$ cat src/design/afc_pkg.sv
`default_nettype none

package afc_pkg;

  localparam int FRAME_DATA_BYTES = 8;
  localparam int QDEPTH = 2;
  localparam int QPTR_W = (QDEPTH > 1) ? $clog2(QDEPTH) : 1;
  localparam int QCNT_W = $clog2(QDEPTH + 1);

  localparam logic signed [15:0] SAMPLE_MAX = 16'sh7fff;
  localparam logic signed [15:0] SAMPLE_MIN = 16'sh8000;

  // One data byte with the header context it decodes under.
  typedef struct packed {
    logic [7:0] data_byte;
    logic [3:0] scale;
    logic [3:0] pred;
    logic       fresh;      // history starts from zero at the high nibble
    logic       frame_end;  // last data byte of its frame
  } afc_entry_t;

  typedef struct packed {
    logic signed [13:0] c0;
    logic signed [13:0] c1;
  } afc_coef_t;

  // Predictor coefficient pairs, signed Q11.
  function automatic afc_coef_t afc_coef(input logic [3:0] idx);
    afc_coef_t c;
    unique case (idx)
      4'd0:  c = '{ 14'sd0,     14'sd0    };
      4'd1:  c = '{ 14'sd2048,  14'sd0    };
      4'd2:  c = '{ 14'sd0,     14'sd2048 };
      4'd3:  c = '{ 14'sd1024,  14'sd1024 };
      4'd4:  c = '{ 14'sd4096, -14'sd2048 };
      4'd5:  c = '{ 14'sd3584, -14'sd1536 };
      4'd6:  c = '{ 14'sd3072, -14'sd1024 };
      4'd7:  c = '{ 14'sd4608, -14'sd2560 };
      4'd8:  c = '{ 14'sd4200, -14'sd2248 };
      4'd9:  c = '{ 14'sd4800, -14'sd2300 };
      4'd10: c = '{ 14'sd5120, -14'sd3072 };
      4'd11: c = '{ 14'sd2048, -14'sd2048 };
      4'd12: c = '{ 14'sd1024, -14'sd1024 };
      4'd13: c = '{-14'sd1024,  14'sd1024 };
      4'd14: c = '{-14'sd1024,  14'sd0    };
      4'd15: c = '{-14'sd2048,  14'sd0    };
      default: c = '{ 14'sd0,   14'sd0    };
    endcase
    return c;
  endfunction

endpackage

`default_nettype wire

$ cat src/design/afc_front.sv
`default_nettype none

module afc_front import afc_pkg::*; (
  input  wire logic       clk,
  input  wire logic       rst,
  input  wire logic       in_valid,
  output logic            in_ready,
  input  wire logic [7:0] data_byte,
  input  wire logic       new_stream,
  input  wire logic       q_ready,
  output logic            q_push,
  output afc_entry_t      q_entry
);

  logic [3:0] frame_position;
  logic [3:0] frame_position_next;
  logic [3:0] scale;
  logic [3:0] pred;
  logic       clr_pend;
  logic [3:0] pos_eff;
  logic       is_header;
  logic       frame_end;
  logic       accept;

  always_comb begin
    in_ready  = q_ready;
    accept    = in_valid && in_ready;
    pos_eff   = new_stream ? 4'd0 : frame_position;
    is_header = (pos_eff == 4'd0) || (pos_eff > 4'(FRAME_DATA_BYTES));
    frame_end = (pos_eff == 4'(FRAME_DATA_BYTES));
    q_push    = accept && !is_header;
    q_entry.data_byte = data_byte;
    q_entry.scale     = scale;
    q_entry.pred      = pred;
    q_entry.fresh     = clr_pend || new_stream;
    q_entry.frame_end = frame_end;
    if (is_header) begin
      frame_position_next = 4'd1;
    end else if (frame_end) begin
      frame_position_next = 4'd0;
    end else begin
      frame_position_next = pos_eff + 4'd1;
    end
  end

  always_ff @(posedge clk) begin
    if (rst) begin
      frame_position <= 4'd0;
      scale          <= 4'd0;
      pred           <= 4'd0;
      clr_pend       <= 1'b0;
    end else if (accept) begin
      frame_position <= frame_position_next;
      if (is_header) begin
        scale    <= data_byte[7:4];
        pred     <= data_byte[3:0];
        clr_pend <= clr_pend || new_stream;
      end else begin
        clr_pend <= 1'b0;
      end
    end
  end

endmodule

`default_nettype wire

$ cat src/design/afc_queue.sv
`default_nettype none

module afc_queue import afc_pkg::*; (
  input  wire logic       clk,
  input  wire logic       rst,
  input  wire logic       push,
  input  wire afc_entry_t push_entry,
  output logic            push_ready,
  input  wire logic       pop,
  output logic            pop_valid,
  output afc_entry_t      pop_entry
);

  afc_entry_t          mem [QDEPTH];
  logic [QPTR_W-1:0]   wr_ptr;
  logic [QPTR_W-1:0]   rd_ptr;
  logic [QCNT_W-1:0]   count;

  always_comb begin
    push_ready = (count != QCNT_W'(QDEPTH));
    pop_valid  = (count != '0);
    pop_entry  = mem[rd_ptr];
  end

  always_ff @(posedge clk) begin
    if (push) begin
      mem[wr_ptr] <= push_entry;
    end
  end

  always_ff @(posedge clk) begin
    if (rst) begin
      wr_ptr <= '0;
      rd_ptr <= '0;
      count  <= '0;
    end else begin
      if (push) begin
        wr_ptr <= (wr_ptr == QPTR_W'(QDEPTH - 1)) ? '0 : wr_ptr + 1'b1;
      end
      if (pop) begin
        rd_ptr <= (rd_ptr == QPTR_W'(QDEPTH - 1)) ? '0 : rd_ptr + 1'b1;
      end
      if (push && !pop) begin
        count <= count + 1'b1;
      end else if (pop && !push) begin
        count <= count - 1'b1;
      end
    end
  end

endmodule

`default_nettype wire

$ cat src/design/afc_back.sv
`default_nettype none

module afc_back import afc_pkg::*; (
  input  wire logic        clk,
  input  wire logic        rst,
  input  wire logic        q_valid,
  input  wire afc_entry_t  q_entry,
  output logic             q_pop,
  output logic             out_valid,
  input  wire logic        out_ready,
  output logic signed [15:0] sample,
  output logic             last_of_byte,
  output logic             end_of_frame
);

  logic signed [15:0] newest;
  logic signed [15:0] older;
  logic               phase;     // 0: high nibble, 1: low nibble
  logic               adv;
  logic               fire;
  logic [3:0]         nib;
  afc_coef_t          coef;
  logic signed [15:0] h1;
  logic signed [15:0] h2;
  logic signed [31:0] step;
  logic signed [29:0] p0;
  logic signed [29:0] p1;
  logic signed [31:0] acc;
  logic signed [20:0] q;
  logic signed [15:0] q_sat;

  always_comb begin
    adv   = !out_valid || out_ready;
    fire  = q_valid && adv;
    q_pop = fire && phase;
    nib   = phase ? q_entry.data_byte[3:0] : q_entry.data_byte[7:4];
    coef  = afc_coef(q_entry.pred);
    if (!phase && q_entry.fresh) begin
      h1 = '0;
      h2 = '0;
    end else begin
      h1 = newest;
      h2 = older;
    end
    // nibble * 2^scale * 2048; at most 2^29 in magnitude
    step = ({{28{nib[3]}}, nib} <<< q_entry.scale) <<< 11;
    p0   = h1 * coef.c0;
    p1   = h2 * coef.c1;
    acc  = step + 32'(p0) + 32'(p1);
    q    = 21'(acc >>> 11);
    if (q > 21'(SAMPLE_MAX)) begin
      q_sat = SAMPLE_MAX;
    end else if (q < 21'(SAMPLE_MIN)) begin
      q_sat = SAMPLE_MIN;
    end else begin
      q_sat = q[15:0];
    end
  end

  always_ff @(posedge clk) begin
    if (rst) begin
      out_valid <= 1'b0;
      phase     <= 1'b0;
      newest    <= '0;
      older     <= '0;
    end else begin
      if (adv) begin
        out_valid <= q_valid;
      end
      if (fire) begin
        phase  <= ~phase;
        older  <= h1;
        newest <= q_sat;
      end
    end
  end

  always_ff @(posedge clk) begin
    if (fire) begin
      sample       <= q_sat;
      last_of_byte <= phase;
      end_of_frame <= phase && q_entry.frame_end;
    end
  end

endmodule

`default_nettype wire

$ cat src/design/afc_adpcm_frame_decoder.sv
// A data byte's beat passes through the byte queue and the registered output stage before its first sample beat.
// Each data byte yields two samples, one sample per cycle while out_ready holds; header bytes yield none.
// Sample throughput is set by the sample datapath, where each nibble's prediction needs the previous sample.
// Reset (rst, synchronous, active high) clears history, frame position, header fields,
// the byte queue and the output valid.
`default_nettype none

module afc_adpcm_frame_decoder import afc_pkg::*; (
  input  wire logic        clk,
  input  wire logic        rst,
  input  wire logic        in_valid,
  output logic             in_ready,
  input  wire logic [7:0]  data_byte,
  input  wire logic        new_stream,
  output logic             out_valid,
  input  wire logic        out_ready,
  output logic signed [15:0] sample,
  output logic             last_of_byte,
  output logic             end_of_frame
);

  // Front: tracks frame position and header, tags each data byte with its context.
  afc_entry_t fq_entry;
  logic       fq_push;
  logic       fq_ready;

  // Back side of the byte queue.
  afc_entry_t bq_entry;
  logic       bq_valid;
  logic       bq_pop;

  afc_front u_front (
    .clk        (clk),
    .rst        (rst),
    .in_valid   (in_valid),
    .in_ready   (in_ready),
    .data_byte  (data_byte),
    .new_stream (new_stream),
    .q_ready    (fq_ready),
    .q_push     (fq_push),
    .q_entry    (fq_entry)
  );

  // Two-entry queue lets the front keep taking beats while samples wait downstream.
  afc_queue u_queue (
    .clk        (clk),
    .rst        (rst),
    .push       (fq_push),
    .push_entry (fq_entry),
    .push_ready (fq_ready),
    .pop        (bq_pop),
    .pop_valid  (bq_valid),
    .pop_entry  (bq_entry)
  );

  // Back: one nibble per cycle while the output is not stalled, history update, registered output beat.
  afc_back u_back (
    .clk          (clk),
    .rst          (rst),
    .q_valid      (bq_valid),
    .q_entry      (bq_entry),
    .q_pop        (bq_pop),
    .out_valid    (out_valid),
    .out_ready    (out_ready),
    .sample       (sample),
    .last_of_byte (last_of_byte),
    .end_of_frame (end_of_frame)
  );

endmodule

`default_nettype wire

$ cat config.mk
export PLATFORM = sky130hd
export DESIGN_NAME = afc_adpcm_frame_decoder
export DESIGN_NICKNAME = d
export VERILOG_FILES = /design/src/design/afc_pkg.sv /design/src/design/afc_front.sv /design/src/design/afc_queue.sv /design/src/design/afc_back.sv /design/src/design/afc_adpcm_frame_decoder.sv
export SDC_FILE = /design/constraint.sdc
export NUM_CORES = 1
export LEC_CHECK = 0
export ABC_CLOCK_PERIOD_IN_PS = 17900
export BUFFER_PORTS_ARGS = -buffer_cell sky130_fd_sc_hd__buf_2
export CAP_MARGIN = 20
export CORE_MARGIN = 5
export CORE_UTILIZATION = 45
export CTS_BUF_LIST = sky130_fd_sc_hd__clkbuf_16
export CTS_CLUSTER_SIZE = 8
export DETAILED_ROUTE_END_ITERATION = 7
export GPL_TIMING_DRIVEN = 0
export PLACE_DENSITY_LB_ADDON = 0.15
export SLEW_MARGIN = 20
export SYNTH_ARGS = -nofsm -noshare
export SYNTH_HDL_FRONTEND = slang
export SYNTH_SLANG_ARGS = --single-unit
export TNS_END_PERCENT = 50
$ cat constraint.sdc
create_clock -name clk -period 17.9 [get_ports clk]
set_input_delay 3.58 -clock clk [delete_from_list [all_inputs] [get_ports clk]]
set_output_delay 3.58 -clock clk [all_outputs]
set_load 0.02 [all_outputs]
# == Yosys cells after proc, flatten, opt, wreduce, memory -nomap -nowiden ==
# Memories as Yosys holds them, arrays and structs flattened. A register that Yosys moved wholly into a read port is not among the register bits.
# Index checks and enable logic that the tools add are counted.
# totals
input_bits,13
ff_bits,69
mem_bits_rw,36
wordCells,69
romBits,304
n_memories,2
output_inout_bits,20
# classes
n_reduce_logical,20
bitwise_logic,1
order_cmp,3
shifts,1
multipliers,2
muxes,17
eq_ne,2
add_sub_neg,7
# memory_table
name,words,word_bits,rd,rd_clocked_by_memory_dff,wr,line_no,rtl
(name not given),16,19,1,0,0,afc_pkg.sv:30,unique case (idx)
u_queue.mem,2,18,1,1,1,afc_queue.sv:14,afc_entry_t mem [QDEPTH];
# ops
operator,count
32-bit by 30-bit adder with 32-bit output,2
16-bit 2-to-1 mux,4
16-bit by 14-bit multiplier with 30-bit output,2
32-bit by 4-bit <<< shifter with 21-bit output,1
"21-bit by 16-bit greater-than comparator with 1-bit output, second input constant",1
"21-bit by 16-bit < comparator with 1-bit output, second input constant",1
4-bit 2-to-1 mux,4
1-bit logical AND,8
1-bit 2-to-1 mux,7
1-bit zero test,5
"4-bit by 1-bit adder with 4-bit output, second input constant",1
"4-bit equality test, second input constant",1
"4-bit greater-than comparator, second input constant",1
4-bit zero test,1
2-bit 2-to-1 mux,2
2-bit nonzero test,2
1-bit logical OR,3
"1-bit adder, second input constant",2
"2-bit by 1-bit adder with 2-bit output, second input constant",1
"2-bit != test, second input constant",1
2-bit AND reduction,1
"2-bit by 1-bit subtractor with 2-bit output, second input constant",1
1-bit NOT,1

# == Logic depth before layout (Yosys ltp) ==
# Gate-level depths: netlist (run 1).
# depth
word_depth,9
depth_mapped,36

# == Cells and area by module ==
# Synthesis (run 1) repeated with hierarchy kept, for this count alone.
# hier_totals
cells_unflattened,1904
hier_area_um2,18198.7
# modules_own_cells
module,cells_each,area_each_um2,n_inst
afc_back,1742,15916.5,1
afc_queue,78,1507.7,1
afc_front,84,774.5,1

# == Least setup slack after synthesis (run 1) ==
# OpenSTA, ideal clock, no wires.
# synth_timing
path_type,register to register
from,reg (tool-made name)
to,reg u_back.sample[0] (data pin)
setup_slack_ns,8.975
arrival_ns,8.665
stages_incl_launch_ff,36
setup_time_ns,0.260
path_buffers,4
synth_period_minus_slack_ns,8.925
path_cell_list,dfxtp_1 > buf_6 > buf_1 > mux2i_1 > inv_1 > ha_1 > nor2_1 > a21oi_1 > o21ai_0 > clkbuf_1 > nand3_1 > fa_1 > inv_1 > ha_1 > inv_1 > fa_1 > fa_1 > inv_1 > fa_1 > inv_1 > fa_1 > inv_1 > fa_1 > inv_1 > fa_1 > inv_1 > ha_1 > o21ai_0 > a21oi_1 > a221oi_1 > o22a_2 > a2111oi_1 > or4b_4 > a31oi_4 > buf_4 > nor2_1
# synth_lines
item,line_no,rtl
to (signal assigned),afc_back.sv:80,sample <= q_sat;
to (decl),afc_back.sv:11,"output logic signed [15:0] sample,"

==> results of run 1 <==
[stage by stage]
step	hold slack (ns)	instance area, um^2
after floorplan	0.403	17800
after global placement	0.411	18600
after detailed placement	0.425	18600
after CTS	0.446	18900
after global routing	0.461	19000
final	0.443	19000
[layer usage]
metal	share of wire [%]	routed length, um
met3	5.3	2620
met2	49	24200
met1	41	20200
met5	0	0
met4	4.5	2200
[where the power goes]
part           internal [mW]  switching, mW
Combinational          0.899           1.53
Clock                  0.103          0.112
Sequential             0.379         0.0359
[final timing paths]
check / start / end / slack, ns / depth (start not counted)
worst max-delay path: flop / u_back.sample[0]$_DFFE_PP_ / 6.86 / 33
worst max register to register: flop / u_back.sample[0]$_DFFE_PP_ / 6.86 / 33
worst min register to register: u_back.phase$_SDFFE_PP0P_ / u_back.last_of_byte$_DFFE_PP_ / 0.44 / 0
worst min-delay path: u_back.phase$_SDFFE_PP0P_ / u_back.last_of_byte$_DFFE_PP_ / 0.44 / 0
[synth_stat cells (5+ instances only)]
| cell | count |
|---|---|
| inv_1 | 394 |
| fa_1 | 331 |
| nor2_1 | 233 |
| ha_1 | 213 |
| a21oi_1 | 97 |
| nand3_1 | 78 |
| nand2_1 | 77 |
| edfxtp_1 | 54 |
| clkbuf_1 | 53 |
| dfxtp_1 | 52 |
| o21ai_0 | 23 |
| mux2i_1 | 21 |
| xnor2_1 | 18 |
| a21o_1 | 12 |
| nand3b_1 | 11 |
| or2_2 | 11 |
| nand2b_1 | 10 |
| xor2_1 | 10 |
| and3_1 | 9 |
| nor3_1 | 9 |
| and2_1 | 7 |
| nand4_1 | 6 |
| o21ai_2 | 6 |
| mux2_2 | 5 |
| o21a_1 | 5 |
[final cells by class]
class / instances / area, um^2 / area share [%]
multi-input combinational: 1275 / 13400 / 70.7
sequential: 106 / 2660 / 14.0
inverter: 394 / 1480 / 7.80
tap: 518 / 648 / 3.42
buffer: 62 / 256 / 1.35
clock buffer: 9 / 225 / 1.19
timing repair buffer: 34 / 181 / 0.957
clock inverter: 7 / 91.3 / 0.482
[state kept, by name (all words and copies together), names as in the netlist, 2 cells and up, named ones only]
signal and count:
u_front.scale 4, u_front.pred 4, u_back.sample 16, u_queue.count 2, u_back.newest 16, u_back.older 16, u_front.frame_position 4, u_queue.mem 36
[worst reg2reg max path, delay by kind of cell, from the launching register on]
family | cells | cell delay, ns
flops | 1 | 0.38
compound gates | 6 | 1.49
simple gates | 5 | 1.55
fa+ha+maj | 10 | 4.52
buf+inv | 11 | 2.60
mux | 1 | 0.29
[cell usage in the layout (no fill, tap or decap), drive strengths merged, types with 4 or more instances in the layout]
cell and instances:
a211oi 6, a21o 12, a21oi 98, a311oi 6, a31oi 5, and2 8, and3 9, buf 43
clkbuf 62, dfxtp 52, edfxtp 54, fa 331, ha 213, inv 400, mux2 5, mux2i 21
mux4 4, nand2 78, nand2b 10, nand3 78, nand3b 11, nand4 6, nor2 233, nor3 9
nor4 4, o21a 5, o21ai 31, o21bai 4, or2 11, xnor2 19, xor2 10
[logic make-up after synthesis]
logic type	share of synthesized area (%)
adders and majority gates	52.2
and+or+nand+nor	11.7
buffers and inverters	9.74
AOI/OAI and AO/OA	7.51
DFF	15.0
xor gates and xnor gates	1.85
muxes	2.00
==> results.md, run 1 <==
- The count of cells resized by post-cts repair is 0.
- The ratio of cells with drive above 1 in the final layout is between 5 and 6%.
- The deepest clock path buffer count is 2.
- The setup skew after layout is about 0.014 ns.
- The biggest cell delay along the critical path is 0.70 ns.
- The number of max-slew violations in the final report is 0.
- The class of the tightest hold or removal check is reg2reg.
- Dividing total power by cell area gives a power density of around 160 mW/mm^2.
- Once the floorplan was initialized, standard cells occupied a little under half of the core.
- Clock tree synthesis selected as its root buffer the cell clkbuf_16.
- The number of buffers and inverters on the critical path is 11.
- For this block, the routed nets add up to between 40000 and 50000 um of wire.
- In this run the biggest area consumer among cell types represents between 30% and 40% of the synthesized area.
- Averaged over all synthesized cells, the footprint is around 9.7 um^2.
- For this design the top-level I/O count stands at 33.
- The floorplan has between 70 and 80 rows.
- The total overflow left after global routing is 0.
- Entering global routing, the biggest net connects 28 pins.
- The initial DRC count is approximately 950.
- Of all flip-flops after synthesis, the portion carrying an async set or reset was 0%.
- The flow ran to the end, and the final reports show no timing, DRC or antenna violations.
- The leading register cell type out of synthesis is edfxtp_1.
- The number of buffers inserted to repair setup after CTS is 0.
- Counting flops with a built-in enable in the synthesized netlist gives 54.
- When the netlist entered floorplanning its net count stood at 2394.
- The overall power of the completed layout is ~3.1 mW.
- After detailed placement, the design holds a cell count of roughly 2400.
- Headroom to the max-slew limit came out at ~22%.
- Global routing used a little under a third of the available met1 tracks.
- The number of iterations in the first detailed-routing pass is 5.
- The post-route antenna net violation count is 0.
- The number of maximum-capacitance constraint violations is 0.
- The core occupancy in the finished layout is approximately 49%.
- The area of the core is approximately 0.039 mm^2.
- In this run the tool buffered the top-level ports with 31 buffer cells.
- The global routing stage identified its most utilized layer as met2.
- The netlist uses 75 different library cells.
- The number of clock buffers inserted by TritonCTS is 9.
- The number of failing setup endpoints in the final timing report is 0.
- The data arrival time of the worst path is 11.16 ns.
- Yosys printed 0 warnings.
- The clock input transition at the sequential cells of the worst setup and hold paths is 0.08 ns.
- The area added between synthesis and finish is 6.46%.
- The final period demand of the worst path is roughly 11 ns.
- The via density per instance is 5.33.
- The final cycle utilization of the critical path is between 60% and 70%.
- For this run, design rule violations remaining after detail routing come to 0.
- The number of clock sinks is roughly 110.
- The clock tree from TritonCTS is yes.
- The insertion delay of the later-clocked pin in the worst-skew pair is 0.38 ns.
- The summed negative setup slack over all endpoints is 0 ns.
- The number of hold-slack violations in the final timing report came to 0.
- Synthesis handed over a netlist of approximately 1800 instances.
- The number of inserted diodes is 0.
- The met2 usage is roughly 40%.
- Setup repair after global routing left no endpoint under its margin.
- The net count of the finished layout is 2439.
- In this run the worst path has a maximum fanout of 10.
- The required time of the critical path is ~18 ns.
- The first-pass GRT wire length is ~79000 um.
- The library cell contributing the largest single delay on the critical path is clkbuf_1.
- The setup slack after layout is just under 7 ns.
- The transition time at the pin with the least slew margin is ~1.2 ns.
- The total number of vias is about 13000.
- The number of global-route vias before repair is between 10000 and 15000.
- The number of cells in the finished layout apart from fillers is roughly 2400.
- The synthesized netlist occupies a cell area of ~0.018 mm^2.
- The initial antenna violation count is 0.
- For met3 alone, demand over resource in global routing was under 10%.
- The maximum VDD drop is 0.000205 V.
- The floorplan step defined a die boundary enclosing 0.0436 mm^2.
- In this run the vertical extent of the chip is approximately 210 um.
- The final-layout fill cell count is between 3000 and 4000.
- The worst setup path is of the reg2reg kind.
- The routed wirelength normalized by instance count is 20.4 um.
- The overall routing resource usage is about a quarter.
- In this run the number of H-tree levels came out at 3.
- The final weighted congestion of routability-driven global placement is 0.936.
- The most area-hungry cell type in the Yosys netlist is fa_1.
- Sorting the synthesized cells by area gives the leading types as fa_1, ha_1, edfxtp_1.
- Grouping stages by cell kind, the critical path spends the most delay in adder cells.
- After clock tree synthesis, the flow added hold-fix buffers numbering 0.
- The worst setup slack before clock tree synthesis is 6.84 ns.
- The floorplan step set the die width to between 200 and 250 um.
- Based on the critical path, the design can be clocked at up to between 90 and 100 MHz.
- The worst setup path is launched from a flop.
- The endpoint type of the worst setup path is a flop.
- The total leakage power is 9.51 nW.
- Summing the sequential cell areas from Yosys gives between 10% and 20% of the chip area.
- The placed wire-length estimate is approximately 42000 um.
- Counting stages on the worst path, the most repeated cell is fa_1.
- The post-synthesis sequential element count is around 110.
Power figures use the tool's default switching activity.
==> run 2: changes to the inputs <==
Settings changed: ABC_CLOCK_PERIOD_IN_PS 17900 to 9000.
Clock period 17.9 ns to 9 ns, I/O delays scaled along.
==> run 2 against run 1 <==
  * Cell count up 1.3%
  * Combinational power up 140%
  * Setup slack worse by 6.8 ns
  * Clock power up 100%
  * Clock skew down 0.0029 ns
  * Largest cell class unchanged
  * First-iteration DRC count up 13%
==> results.md, run 2 (synthesized netlist as in run 1, its figures left out) <==
- The flow ran to the end, and the final reports show no timing, DRC or antenna violations.
- The clock network fraction of design power was 6.0% (-1.0 points).
- The y dimension of the die came to 209 um (unchanged).
- The switching share of power came to 53.3% (-1.6 points).
- The CTS H-tree depth is 3 (unchanged).
- The area of the die was 0.0436 mm^2 (unchanged).
- The commonest non-fill, non-tap cell in the layout is inv_1.
- The initial DRC count was 1072 (+13%).
- The cell that appears most often on the critical path is fa_1.
- The remaining design rule violation count was 0 (unchanged).
- The pin count of the biggest net entering global routing is 28 (unchanged).
- The number of inserted diodes came to 0 (unchanged).
- The worst setup slack before clock tree synthesis is -2.06 ns (-8.90 ns).
- The endpoint type of the worst setup path is a flop.
- The number of flip-flops under the largest register name was 36 (unchanged).
- The number of clock sinks was 106 (unchanged).
- The class of the tightest hold or removal check is reg2reg.
- The number of max-slew violations in the final report is 0 (unchanged).
- The number of iterations in the first detailed-routing pass is 6 (+1).
- The die span in x is 209 um (unchanged).
- The area of the core is 0.0389 mm^2 (unchanged).
- In the layout the commonest cells are inv_1, fa_1, nor2_1.
- The first-pass GRT wire length is 79400 um (+1.1%).
- The deepest clock path buffer count is 2 (unchanged).
- The insertion delay of the later-clocked pin in the worst-skew pair was 0.38 ns (about the same).
- The worst hold margin is 0.447 ns (+0.00334 ns).
- The maximum VDD drop was 0.000513 V (+150%).
- The library cell contributing the largest single delay on the critical path is fa_1.
- The clock input transition at the sequential cells of the worst setup and hold paths is 0.08 ns (about the same).
- The biggest cell delay along the critical path is 0.58 ns (-0.12 ns).
- The initial antenna violation count is 0 (unchanged).
- The number of clock buffers inserted by TritonCTS is 9 (unchanged).
- The data arrival time of the worst path came to 9.09 ns (-2.07 ns).
- The required time of the critical path came to 9.13 ns (-8.89 ns).
- The number of nets in the layout is 2471 (+1.3%).
- The placed wire-length estimate was 42400 um (unchanged).
- The number of port buffers is 31 (unchanged).
- The number of placed I/O pins was 33 (unchanged).
- The worst setup path is of the reg2reg kind.
- The number of global-route vias before repair was 14000 (+1.1%).
- The total power divided by cell area is 357 mW/mm^2 (+120%).
- The ratio of cells with drive above 1 in the final layout is 14.0% (+8.6 points).
- The number of maximum-capacitance constraint violations is 0 (unchanged).
- The total leakage power came to 9.91 nW (+4.2%).
- The number of failing setup endpoints in the final timing report is 0 (unchanged).
- The routed wire length was 50800 um (+3.5%).
- The global-route congestion overflow total is 0 (unchanged).
- The final period demand of the worst path came to 8.96 ns (-2.08 ns).
- The transition time at the pin with the least slew margin came to 1.10 ns (-0.0625 ns).
- Setup repair after global routing could not meet its margin everywhere.
- The net switching power figure is 3.81 mW (+130%).
- The via density per instance is 5.40 (+1.4%).
- The relative slew slack was 26.3% (+4.2 points).
- The internal power component is 3.34 mW (+140%).
- The final non-filler cell area is 0.0200 mm^2 (+5.7%).
- The routed wirelength normalized by instance count is 20.9 um (+2.1%).
- The critical path startpoint category is a flop.
- The effective utilization at floorplan came to 45.7% (unchanged).
- The overall routing resource usage is 23.6% (+0.29 points).
- The final weighted congestion of routability-driven global placement is 0.936 (unchanged).
- The total number of vias came to 13200 (+2.7%).
- The final cycle utilization of the critical path is 99.6% (+38 points).
- The clock tree from TritonCTS is yes.
- The number of cell rows is 72 (unchanged).
- Relative to the synthesized area, the layout overhead comes to 12.5%.
- The setup slack after layout is 0.0380 ns (-6.82 ns).
- The cell chosen for the clock root is clkbuf_16.
- The post-route antenna net violation count is 0 (unchanged).
- The setup skew after layout came to 0.0109 ns (-0.00291 ns).
- The number of hold-slack violations in the final timing report is 0 (unchanged).
- The quantity of hold-fixing buffers added after cts is 0 (unchanged).
- The register with the highest flop count is u_queue.mem.
- The proportion of power drawn by combinational gates came to 82.4% (+3.0 points).
- The top fanout value on the critical path is 8 (-2).
- The total cell area at the placement stage came to 0.0186 mm^2 (unchanged).
- The upper clock frequency limit is 112 MHz (+23%).
- The sequential fraction of design power is 11.6% (-2.0 points).
## run 2: cell count changes in the layout (fill, tap and decap cells not counted), moves of 12 or more
cell,previous run,this run
a21oi_1,97,85
buf_4,3,34
clkbuf_1,53,17
clkbuf_2,0,14
ha_1,213,199
nor2_1,233,217
## run 2: stage by stage
| step | setup TNS (ns) | instances | power (mW) | util, % |
|---|---|---|---|---|
| 5_1_grt | -5.07 | 2437 | 7.71 | 51.5 |
| 2_1_floorplan | 0 | 1837 | 4.30 | - |
| 6_report | 0 | 2437 | 7.16 | 51.5 |
| 4_1_cts | 0 | 2415 | 6.53 | 49.9 |
| 3_3_place_gp | -65.21 | 2386 | 5.58 | 47.8 |
| 3_5_place_dp | -62.66 | 2388 | 5.65 | 47.9 |
## run 2: what timing repair did
| item | in CTS | in global routing |
|---|---|---|
| endpoints found under the setup margin | 32 | 32 |
| pin swaps | 14 | 44 |
| cloned | 1 | 2 |
| endpoints found under the hold margin | 0 | 0 |
| buffers inserted | 17 | 20 |
| resized for setup | 99 | 124 |
## run 2: cell type report
cell class                 instances  area [um^2]
buffer                            55          387
multi-input combinational       1276        14000
clock buffer                       9          225
inverter                         394         1490
fill                            3680        18900
tap                              518          648
clock inverter                     7         91.3
sequential                       106         2660
timing repair buffer              72          542
## run 2: critical path: cells and delay by family, from the launching register on
kind	cells	cell delay, ns
buffers and inverters	9	0.83
AOI/OAI and AO/OA	9	2.01
muxes	1	0.36
and+or+nand+nor	3	0.76
adders and majority gates	10	4.39
DFF	1	0.34
## run 2: final timing paths
| kind | depth (start not counted) | slack (ns) | endpoint | start |
|---|---|---|---|---|
| min | 0 | 0.45 | u_back.last_of_byte$_DFFE_PP_ | u_back.phase$_SDFFE_PP0P_ |
| min reg2reg | 0 | 0.45 | u_back.last_of_byte$_DFFE_PP_ | u_back.phase$_SDFFE_PP0P_ |
| max | 32 | 0.04 | u_back.sample[4]$_DFFE_PP_ | flop |
| max reg2reg | 32 | 0.04 | u_back.sample[4]$_DFFE_PP_ | flop |
## run 2: metal layers
metal / vias to the layer above / share of wire (%) / global-route usage [%]
li1: 5983 / - / -
met1: 6681 / 41 / 30.9
met2: 393 / 49 / 39.9
met3: 105 / 5.5 / 3.57
met4: 0 / 4.6 / 8.93
met5: - / 0 / 0
## run 2: power by group through the flow
stage | Combinational (mW) | Sequential [mW] | Clock [mW]
floorplan | 3.45 | 0.857 | 0
global placement | 4.75 | 0.834 | 0
detailed placement | 4.82 | 0.835 | 0
CTS | 5.27 | 0.825 | 0.435
global route | 6.41 | 0.835 | 0.458
finish | 5.90 | 0.829 | 0.430
